File: src/hdl/b64u_pkg.sv
package b64u_pkg;

  // Input function codes.
  localparam logic FUNC_DATA = 1'b0;
  localparam logic FUNC_END  = 1'b1;

  // Register indexes on the configuration port.
  localparam int REG_OUT_LIMIT = 0;

  localparam logic [15:0] OUT_LIMIT_RESET = 16'hFFFF;
  localparam logic [15:0] COUNT_MAX       = 16'hFFFF;
  localparam logic [7:0]  CHAR_PAD        = 8'h3D;  // '='
  localparam logic [7:0]  CHAR_NONE       = 8'h00;

  // Number of pending bits left between items.
  localparam logic [2:0] PEND_0 = 3'd0;
  localparam logic [2:0] PEND_2 = 3'd2;
  localparam logic [2:0] PEND_4 = 3'd4;

  typedef struct packed {
    logic       func;
    logic [7:0] data_byte;
  } in_item_t;

  typedef struct packed {
    logic [7:0]  char_out;
    logic        is_last;
    logic        overflow;
    logic [15:0] char_count;
  } out_item_t;

  // Results of one processed input item, handed to the result queue.
  typedef struct packed {
    logic [1:0] num;
    out_item_t  res0;
    out_item_t  res1;
  } push_t;

  // Maps a 6-bit group to its URL-safe base64 symbol.
  function automatic logic [7:0] b64_char(input logic [5:0] six);
    logic [7:0] wide;
    wide = {2'b00, six};
    if (six < 6'd26) begin
      return 8'h41 + wide;
    end else if (six < 6'd52) begin
      return 8'h61 + wide - 8'd26;
    end else if (six < 6'd62) begin
      return 8'h30 + wide - 8'd52;
    end else if (six == 6'd62) begin
      return 8'h2D;
    end else begin
      return 8'h5F;
    end
  endfunction

  // Character count that stops at its top value.
  function automatic logic [15:0] sat_inc(input logic [15:0] cnt);
    return (cnt == COUNT_MAX) ? cnt : cnt + 16'd1;
  endfunction

  function automatic out_item_t make_res(input logic [7:0] ch, input logic last,
                                         input logic ovf, input logic [15:0] cnt);
    out_item_t r;
    r.char_out   = ch;
    r.is_last    = last;
    r.overflow   = ovf;
    r.char_count = cnt;
    return r;
  endfunction

endpackage

File: src/hdl/base64url_stream_encoder_top.sv
// URL-safe base64 stream encoder. Each data transaction shifts one byte in and
// yields one or two alphabet characters; an end transaction yields the final
// padded character if any, then '=' marked last, with the running character
// count. When the count has reached out_limit (reset 65535) before a byte, a pad
// character or the terminator, an overflow result marked last is given instead
// and data is dropped until the next end transaction. An accepted item sits in
// an input register and is encoded once the four-entry result queue has two
// free places; the input register can take a new transaction while the held
// one is encoded. Results leave one per cycle while the output is not stalled,
// and no transaction yields more than two results. A transaction passes
// through the input register, and its results through the result queue,
// before they are offered. The output queue, which gives out one character per
// cycle when not stalled, sets the throughput. out_limit is written over the
// APB port at byte address 0.
module base64url_stream_encoder_top (
  input  logic                 clk,
  input  logic                 rst,
  input  logic                 in_valid,
  output logic                 in_stall,
  input  b64u_pkg::in_item_t   in_data,
  output logic                 out_valid,
  input  logic                 out_stall,
  output b64u_pkg::out_item_t  out_data,
  input  logic                 psel,
  input  logic                 penable,
  input  logic                 pwrite,
  input  logic [2:0]           paddr,
  input  logic [31:0]          pwdata,
  output logic [31:0]          prdata,
  output logic                 pready
);

  logic [15:0]     out_limit;
  logic            room;
  b64u_pkg::push_t push;

  b64u_apb u_apb (
    .clk       (clk),
    .rst       (rst),
    .psel      (psel),
    .penable   (penable),
    .pwrite    (pwrite),
    .paddr     (paddr),
    .pwdata    (pwdata),
    .prdata    (prdata),
    .pready    (pready),
    .out_limit (out_limit)
  );

  b64u_core u_core (
    .clk       (clk),
    .rst       (rst),
    .in_valid  (in_valid),
    .in_stall  (in_stall),
    .in_data   (in_data),
    .out_limit (out_limit),
    .room      (room),
    .push      (push)
  );

  b64u_queue u_queue (
    .clk       (clk),
    .rst       (rst),
    .push      (push),
    .room      (room),
    .out_valid (out_valid),
    .out_stall (out_stall),
    .out_data  (out_data)
  );

endmodule

File: src/hdl/b64u_apb.sv
module b64u_apb (
  input  logic        clk,
  input  logic        rst,
  input  logic        psel,
  input  logic        penable,
  input  logic        pwrite,
  input  logic [2:0]  paddr,
  input  logic [31:0] pwdata,
  output logic [31:0] prdata,
  output logic        pready,
  output logic [15:0] out_limit
);

  logic hit;

  // Register 0 sits at byte address 0; address 4 and up hold nothing.
  assign hit    = (paddr[2] == 1'(b64u_pkg::REG_OUT_LIMIT));
  assign pready = 1'b1;
  assign prdata = hit ? {16'h0000, out_limit} : 32'h0000_0000;

  // Register write on the access phase.
  always_ff @(posedge clk) begin
    if (rst) begin
      out_limit <= b64u_pkg::OUT_LIMIT_RESET;
    end else if (psel && penable && pwrite && hit) begin
      out_limit <= pwdata[15:0];
    end
  end

endmodule

File: src/hdl/b64u_core.sv
module b64u_core (
  input  logic                clk,
  input  logic                rst,
  input  logic                in_valid,
  output logic                in_stall,
  input  b64u_pkg::in_item_t  in_data,
  input  logic [15:0]         out_limit,
  input  logic                room,
  output b64u_pkg::push_t     push
);

  logic               full;
  logic               full_next;
  b64u_pkg::in_item_t in_item;
  logic               proc;
  logic               accept;

  logic [3:0]  acc;
  logic [3:0]  acc_next;
  logic [2:0]  pend;
  logic [2:0]  pend_next;
  logic [15:0] cnt;
  logic [15:0] cnt_next;
  logic        failed;
  logic        failed_next;

  logic [1:0]          num;
  b64u_pkg::out_item_t res0;
  b64u_pkg::out_item_t res1;

  // The held item is processed once the queue has space for two results.
  assign proc     = full && room;
  assign in_stall = full && !proc;
  assign accept   = in_valid && !in_stall;
  assign full_next = accept ? 1'b1 : (proc ? 1'b0 : full);

  always_ff @(posedge clk) begin
    if (rst) begin
      full <= 1'b0;
    end else begin
      full <= full_next;
    end
  end

  always_ff @(posedge clk) begin
    if (accept) begin
      in_item <= in_data;
    end
  end

  // Encoding step for the held item.
  always_comb begin
    logic [15:0] c1;
    logic [15:0] c2;
    logic        hit0;
    logic        hit1;
    logic [11:0] accw;
    logic [5:0]  pad;
    c1   = b64u_pkg::sat_inc(cnt);
    c2   = b64u_pkg::sat_inc(c1);
    hit0 = (cnt >= out_limit);
    hit1 = (c1 >= out_limit);
    accw = {acc, in_item.data_byte};
    pad  = (pend == b64u_pkg::PEND_2) ? {acc[1:0], 4'b0000} : {acc, 2'b00};
    num         = 2'd0;
    res0        = '0;
    res1        = '0;
    acc_next    = acc;
    pend_next   = pend;
    cnt_next    = cnt;
    failed_next = failed;
    if (in_item.func == b64u_pkg::FUNC_DATA) begin
      if (!failed) begin
        if (hit0) begin
          // Limit reached before this byte: report and drop it.
          num         = 2'd1;
          res0        = b64u_pkg::make_res(b64u_pkg::CHAR_NONE, 1'b1, 1'b1, cnt);
          failed_next = 1'b1;
        end else begin
          unique case (pend)
            b64u_pkg::PEND_2: begin
              num       = 2'd1;
              res0      = b64u_pkg::make_res(b64u_pkg::b64_char(accw[9:4]), 1'b0, 1'b0, c1);
              acc_next  = accw[3:0];
              pend_next = b64u_pkg::PEND_4;
              cnt_next  = c1;
            end
            b64u_pkg::PEND_4: begin
              num       = 2'd2;
              res0      = b64u_pkg::make_res(b64u_pkg::b64_char(accw[11:6]), 1'b0, 1'b0, c1);
              res1      = b64u_pkg::make_res(b64u_pkg::b64_char(accw[5:0]), 1'b0, 1'b0, c2);
              acc_next  = 4'h0;
              pend_next = b64u_pkg::PEND_0;
              cnt_next  = c2;
            end
            default: begin
              num       = 2'd1;
              res0      = b64u_pkg::make_res(b64u_pkg::b64_char(accw[7:2]), 1'b0, 1'b0, c1);
              acc_next  = {2'b00, accw[1:0]};
              pend_next = b64u_pkg::PEND_2;
              cnt_next  = c1;
            end
          endcase
        end
      end
    end else begin
      // End of message always returns the state to its cleared form.
      acc_next    = 4'h0;
      pend_next   = b64u_pkg::PEND_0;
      cnt_next    = 16'h0000;
      failed_next = 1'b0;
      if (!failed) begin
        if (pend != b64u_pkg::PEND_0) begin
          if (hit0) begin
            num  = 2'd1;
            res0 = b64u_pkg::make_res(b64u_pkg::CHAR_NONE, 1'b1, 1'b1, cnt);
          end else begin
            num  = 2'd2;
            res0 = b64u_pkg::make_res(b64u_pkg::b64_char(pad), 1'b0, 1'b0, c1);
            if (hit1) begin
              res1 = b64u_pkg::make_res(b64u_pkg::CHAR_NONE, 1'b1, 1'b1, c1);
            end else begin
              res1 = b64u_pkg::make_res(b64u_pkg::CHAR_PAD, 1'b1, 1'b0, c2);
            end
          end
        end else begin
          num = 2'd1;
          if (hit0) begin
            res0 = b64u_pkg::make_res(b64u_pkg::CHAR_NONE, 1'b1, 1'b1, cnt);
          end else begin
            res0 = b64u_pkg::make_res(b64u_pkg::CHAR_PAD, 1'b1, 1'b0, c1);
          end
        end
      end
    end
  end

  // Message state advances only when an item is processed.
  always_ff @(posedge clk) begin
    if (rst) begin
      acc    <= 4'h0;
      pend   <= b64u_pkg::PEND_0;
      cnt    <= 16'h0000;
      failed <= 1'b0;
    end else if (proc) begin
      acc    <= acc_next;
      pend   <= pend_next;
      cnt    <= cnt_next;
      failed <= failed_next;
    end
  end

  assign push.num  = proc ? num : 2'd0;
  assign push.res0 = res0;
  assign push.res1 = res1;

endmodule

File: src/hdl/b64u_queue.sv
module b64u_queue (
  input  logic                 clk,
  input  logic                 rst,
  input  b64u_pkg::push_t      push,
  output logic                 room,
  output logic                 out_valid,
  input  logic                 out_stall,
  output b64u_pkg::out_item_t  out_data
);

  localparam int Depth = 4;

  b64u_pkg::out_item_t mem [Depth];
  logic [1:0] head;
  logic [1:0] tail;
  logic [2:0] count;
  logic       pop;

  assign out_valid = (count != 3'd0);
  assign out_data  = mem[head];
  assign pop       = out_valid && !out_stall;
  // Space for a full pair of results, not counting this cycle's pop.
  assign room      = (count <= 3'(Depth - 2));

  always_ff @(posedge clk) begin
    if (push.num != 2'd0) begin
      mem[tail] <= push.res0;
    end
    if (push.num == 2'd2) begin
      mem[tail + 2'd1] <= push.res1;
    end
  end

  // Pointer and fill level bookkeeping.
  always_ff @(posedge clk) begin
    if (rst) begin
      head  <= 2'd0;
      tail  <= 2'd0;
      count <= 3'd0;
    end else begin
      tail  <= tail + push.num;
      head  <= head + {1'b0, pop};
      count <= count + {1'b0, push.num} - {2'b00, pop};
    end
  end

endmodule

File: config.mk
export PLATFORM = sky130hd
export DESIGN_NAME = base64url_stream_encoder_top
export DESIGN_NICKNAME = d
export VERILOG_FILES = /design/src/hdl/b64u_pkg.sv /design/src/hdl/base64url_stream_encoder_top.sv /design/src/hdl/b64u_apb.sv /design/src/hdl/b64u_core.sv /design/src/hdl/b64u_queue.sv
export SDC_FILE = /design/constraint.sdc
export NUM_CORES = 1
export LEC_CHECK = 0
export BUFFER_PORTS_ARGS = -buffer_cell sky130_fd_sc_hd__buf_2
export CORE_MARGIN = 2
export CORE_UTILIZATION = 45
export CTS_CLUSTER_SIZE = 40
export DETAILED_ROUTE_END_ITERATION = 8
export GPL_ROUTABILITY_DRIVEN = 1
export HOLD_SLACK_MARGIN = 0.05
export PLACE_DENSITY_LB_ADDON = 0.12
export SYNTH_ARGS = -nofsm -noshare
export SYNTH_HDL_FRONTEND = slang
export SYNTH_SLANG_ARGS = --single-unit
File: constraint.sdc
create_clock -name clk -period 4.2 [get_ports clk]
set_clock_uncertainty 0.15 [all_clocks]
set_input_delay 0.63 -clock clk [delete_from_list [all_inputs] [get_ports clk]]
set_output_delay 0.63 -clock clk [all_outputs]
set_load 0.01 [all_outputs]
# == Word level (Yosys, flattened, before mapping) ==
# Memories as Yosys holds them, arrays and structs flattened. A register that Yosys moved wholly into a read port is not among the register bits.
# Index checks and enable logic that the tools add are counted.
# op_classes
eq_ne,12
magnitude_cmp,18
n_mux,70
add_sub_neg,32
reduce_logical,15
bitwise_logic,1
# ops
cell,count
26-bit 2-to-1 mux,13
8-bit 2-to-1 mux,15
16-bit 2-to-1 mux,7
7-bit by 6-bit adder with 8-bit output (first input constant),10
6-bit < comparator (second input constant),10
26-bit one-hot mux with 2 select lines,1
24-bit 2-to-1 mux,2
8-bit by 5-bit subtractor with 8-bit output (second input constant),5
8-bit by 6-bit subtractor with 8-bit output (second input constant),5
6-bit by 6-bit adder with 7-bit output (first input constant),5
7-bit 2-to-1 mux,5
16-bit by 1-bit adder with 16-bit output (second input constant),2
16-bit == test (second input constant),2
16-bit greater-or-equal comparator,2
6-bit == test (second input constant),5
6-bit by 5-bit < comparator with 1-bit output (second input constant),5
2-bit 2-to-1 mux,9
4-bit 2-to-1 mux,3
1-bit 2-to-1 mux,9
3-bit 2-to-1 mux,3
4-bit one-hot mux with 2 select lines,1
1-bit logical AND,7
6-bit 2-to-1 mux,1
3-bit one-hot mux with 2 select lines,1
other kinds (15),20
# totals
word_cells,160
ramBits,104
regBits,57
input_bits,51
mem_count,1
output_inout_bits,61
# mem_list
name,words,word_bits,rd,rd_ports_with_merged_regs,wr,line,rtl
u_queue.mem,4,26,1,1,2,b64u_queue.sv:13,b64u_pkg::out_item_t mem [Depth];

# == Longest topological paths before layout ==
# depth
word_depth,11
depth_mapped,18
ltp_nobuf,16

# == Modules after synthesis ==
# Synthesis repeated with hierarchy kept, for this count alone.
# unflattened
hier_cells,1254
hier_area_um2,12061.6
# modules_own_cells
mod,area_per_inst_um2,n_inst,cells_each,seq_area_each_um2
b64u_core,5709.2,1,849,750.7
b64u_queue,5445.2,1,299,3263.1
b64u_apb,907.1,1,106,320.3

# == Worst setup path before layout ==
# OpenSTA, ideal clock, no wires.
# synth_path
path_kind,flip-flop to flip-flop
start,reg u_core.cnt[1]
end,mem u_queue.mem[3][6] (netlist bit) (data pin)
setup_ns,0.266
slack_ns,0.128
required_time_ns,3.784
t_arrival_ns,3.656
n_path_buf,1
period_less_slack_ns,4.072
path_stages_with_launch,18
cell_sequence,dfxtp_1 -> ha_1 -> nand4_2 -> nor4_4 -> o21ai_0 -> and2_1 -> inv_1 -> ha_1 -> a211oi_1 -> o22ai_1 -> nor3_1 -> a21oi_1 -> or2_0 -> nand3_1 -> clkbuf_4 -> nand2_1 -> a21oi_1 -> o21ai_0
# synth_rtl
item,line,rtl
from (decl),b64u_core.sv:22,logic [15:0] cnt;
from (signal assigned),b64u_core.sv:148,cnt <= cnt_next;
to (decl),b64u_queue.sv:13,

==> summary.md <==
| Metric | Value |
|---|---|
| DR vias | `slightly above 10000` |
| Syn avg cell area | `8.97 um^2` |
| Power Density | `355 nW/um^2` |
| Worst-path maximum fanout | `12` |
| Clk_lat worst skew | `between 0.4 and 0.5 ns` |
| Vias in the first global route | `9413` |
| GRT Overall Usage | `24.4%` |
| Initial Utilization | `45.6%` |
| Top cell type's share of synthesized area | `between 20% and 30%` |
| First-pass GRT wire length | `53.5 mm` |
| Post-synth EDFFs | `approximately 110` |
| CTS Buf Count | `17` |
| Outcome | `finished, final reports clean` |
| Pre-CTS setup slack | `-0.00425 ns` |
| Routed Wire Length | `33.9 mm` |
| Asr flop ratio synth | `0%` |
| CP Data Required Time | `approximately 4.2 ns` |
| R2R cell count | `15` |
| Post-synth top area cell | `edfxtp_1` |
| Worst Hold End | `u_core.in_item[8]` |
| Clk pin slew, worst setup/hold paths | `0.08 ns` |
| Layout area overhead | `16.0%` |
| Fin nets | `~1500` |
| Main flop type after synthesis | `edfxtp_1` |
| Hold Path Depth | `1` |
| Synthesized flop and latch total | `160` |
| Grt ovf | `0` |
| Synth top area cells | `edfxtp_1 29%, dfxtp_1 7.9%, ha_1 7.8%, nand2_1 5.2%, mux4_2 4.9%` |
| Post-Synthesis Cells | `between 1000 and 1500` |
| I/O Buffers | `76` |
| Yosys warnings | `0` |
| Floorplan row count | `59` |
| Lkg Pwr | `approximately 0.0054 uW` |
| Tmin final | `approximately 4.0 ns` |
| Largest net degree at the start of global routing | `33` |
| CTS Hold Bufs | `0` |
| Antenna Violating Nets Remaining | `0` |
| Worst-Margin Slew | `1.05 ns` |
| Max_slew headroom | `30.1%` |
| Fin cells | `1768` |
| CP Data Arrival Time | `4.03 ns` |
| Critical path startpoint category | `register` |
| Top-count cell post-synth | `nand2_1` |
| CTS max path bufs | `2` |
| CP startpoint | `u_core.cnt[4]` |
| Post-route DRC | `0` |
| Max Cap Viol | `0` |
| Cell Area, Synth | `11900 um^2` |
| Iter 0 DRT Violations | `~980` |
| DR vias/cell | `5.77` |
| Share of cells above drive strength 1 | `a little over a fifth` |
| Worst setup EP type | `register` |
| Die footprint | `between 20000 and 30000 um^2` |
| Hold Path Class | `in -> reg` |
| DR pass1 iterations | `6` |
| Sequential area share after synthesis | `a little over a third` |
| Worst setup margin | `~0.17 ns` |
| CTS H-tree lvls | `4` |
| CTS tree | `built` |
| Core Box Area | `roughly 26000 um^2` |
| Die X-Extent | `between 150 and 200 um` |
| Wire length per cell | `19.2 um` |
| Crit Reg-Reg Startpoint | `u_core.cnt[4]` |
| Final slew viol count | `0` |
| HP Start | `in_data[8]` |
| Setup Viol. Count Final | `0` |
| Total Negative Setup Slacks | `0 ns` |
| CTS Root Buffer Type | `clkbuf_16` |
| Yosys cell types | `86` |
| Flop-to-flop setup slack | `0.17 ns` |
| Layout fillers | `2471` |
| Critical path class | `reg -> reg` |
| Clk sink count | `160` |
| R2R Path End | `u_queue.mem[0][11]` |
| Synth cell count leaders | `163 x nand2_1, 113 x edfxtp_1, 112 x o21ai_0` |
| Placed Cells | `1732` |
| Max Freq | `about 250 MHz` |
| Die Ht | `166 um` |
| Post-DP HPWL | `24.3 mm` |
| GP Congestion | `0.919` |
| I/O pins | `112` |
| Final Cycle Share | `95.9%` |
| Antenna Cells | `0` |
| Final Hold Violating Endpoints | `0` |
| Max VDD drop | `0.207 mV` |
| Antenna violations before repair | `0` |
[flip-flops by register name, indices dropped and copies added (netlist names)]
name,count
u_apb.out_limit,16
u_core.cnt,16
u_core.pend,2
u_queue.tail,2
u_core.failed,1
u_queue.count,3
u_core.full,1
u_queue.head,2
u_core.acc,4
u_core.in_item,9
u_queue.mem,104
[cell families after synthesis]
family | count (synthesis) | synth area share (%)
XOR/XNOR | 52 | 3.84
adder cells (fa/ha/maj) | 75 | 7.97
AO/OA/AOI/OAI | 364 | 19.7
multiplexers | 64 | 8.43
flip-flops | 160 | 36.5
buffers and inverters | 173 | 6.24
AND/OR/NAND/NOR | 432 | 17.2
other | 2 | 0.0633
[per-stage QoR]
step	area [um^2]	hold slack, ns	power (uW)	util (%)
finish	13800	0.220	4880	52.9
detailed placement	12900	0.332	3160	49.8
global route	13800	0.204	5110	52.9
floorplan	11900	0.318	2770	-
global placement	12900	0.336	3140	49.8
CTS	13600	0.207	4900	52.3
[layout make-up]
type / count / area (um^2) / area share [%]
multi-input combinational: 1004 / 6980 / 50.7
inverter: 68 / 255 / 1.86
tap: 335 / 419 / 3.05
sequential: 160 / 4340 / 31.6
clock inverter: 14 / 221 / 1.61
timing repair buffer: 169 / 1110 / 8.09
clock buffer: 18 / 429 / 3.12
[per-layer routing]
| layer | up-vias | share of wire (%) | global-route usage, % |
|---|---|---|---|
| met2 | 324 | 45 | 37.6 |
| met3 | 33 | 5.3 | 3.07 |
| met1 | 4844 | 49 | 36.7 |
| met5 | - | 0 | 0 |
| met4 | 0 | 1.3 | 5.40 |
| li1 | 4992 | - | - |
[critical path, stage by stage (launching register included)]
cell	delay (ns)
dfxtp_1	0.49
nand3_2	0.17
buf_4	0.18
nor4_1	0.26
buf_4	0.17
mux2i_1	0.22
inv_1	0.11
ha_1	0.30
nand2_1	0.06
nor2_1	0.18
o211ai_1	0.20
a21o_1	0.23
o211a_2	0.35
and2_4	0.20
a32oi_2	0.34
mux2i_1	0.14
[layout by cell type (no fill, tap or decap), types with 6 or more instances in the layout]
| master | netlist | routed |
|---|---|---|
| nor3_1 | 25 | 23 |
| xor2_1 | 8 | 8 |
| o211ai_1 | 29 | 29 |
| inv_1 | 68 | 68 |
| o21a_1 | 6 | 6 |
| xnor2_1 | 44 | 43 |
| ha_1 | 74 | 73 |
| nor4_1 | 7 | 6 |
| o21ai_1 | 9 | 12 |
| buf_4 | 18 | 90 |
| a211oi_1 | 13 | 11 |
| buf_2 | 10 | 76 |
| nand3_1 | 39 | 37 |
| and3_1 | 7 | 6 |
| nor2_1 | 109 | 104 |
| edfxtp_1 | 113 | 113 |
| mux2_2 | 27 | 27 |
| clkbuf_16 | 0 | 18 |
| conb_1 | 2 | 17 |
| mux2i_1 | 11 | 11 |
| or3_1 | 6 | 6 |
| nand2b_1 | 13 | 13 |
| or2_2 | 6 | 6 |
| and2_1 | 8 | 8 |
| nand4_1 | 12 | 12 |
| a31oi_1 | 13 | 12 |
| o21ai_0 | 112 | 109 |
| dfxtp_1 | 47 | 42 |
| a21o_1 | 10 | 10 |
| mux4_2 | 26 | 26 |
| a22o_1 | 9 | 9 |
| a21oi_1 | 80 | 78 |
| o22ai_1 | 16 | 16 |
| nor2b_1 | 12 | 12 |
| nand2_1 | 163 | 163 |
[power breakdown]
group / leakage [uW] / internal, uW / total (uW) / switching, uW
Sequential: 0.00142 / 1820 / 1970 / 153
Clock: 0.000314 / 1020 / 1760 / 733
Combinational: 0.00362 / 527 / 1160 / 629
Total: 0.00536 / 3370 / 4880 / 1520
[worst max-delay path by stage]
stage | slack, ns | end | cells past startpoint
floorplan | 0.13 | u_queue.mem[3][6] | 17
global placement | 0.08 | u_queue.mem[0][12] | 17
detailed placement | -0.004 | u_queue.mem[0][18] | 15
CTS | 0.05 | u_queue.mem[0][11] | 15
global route | -0.03 | u_queue.mem[3][12] | 19
finish | 0.17 | u_queue.mem[0][11] | 15
[repair_timing]
| item | CTS | global route |
|---|---|---|
| cloned | 0 | 1 |
| gates resized for setup | 1 | 30 |
| endpoints found under the setup margin | 1 | 81 |
| setup buffers | 0 | 3 |
| pin swaps | 0 | 6 |
(Power assumes the default switching activity.)
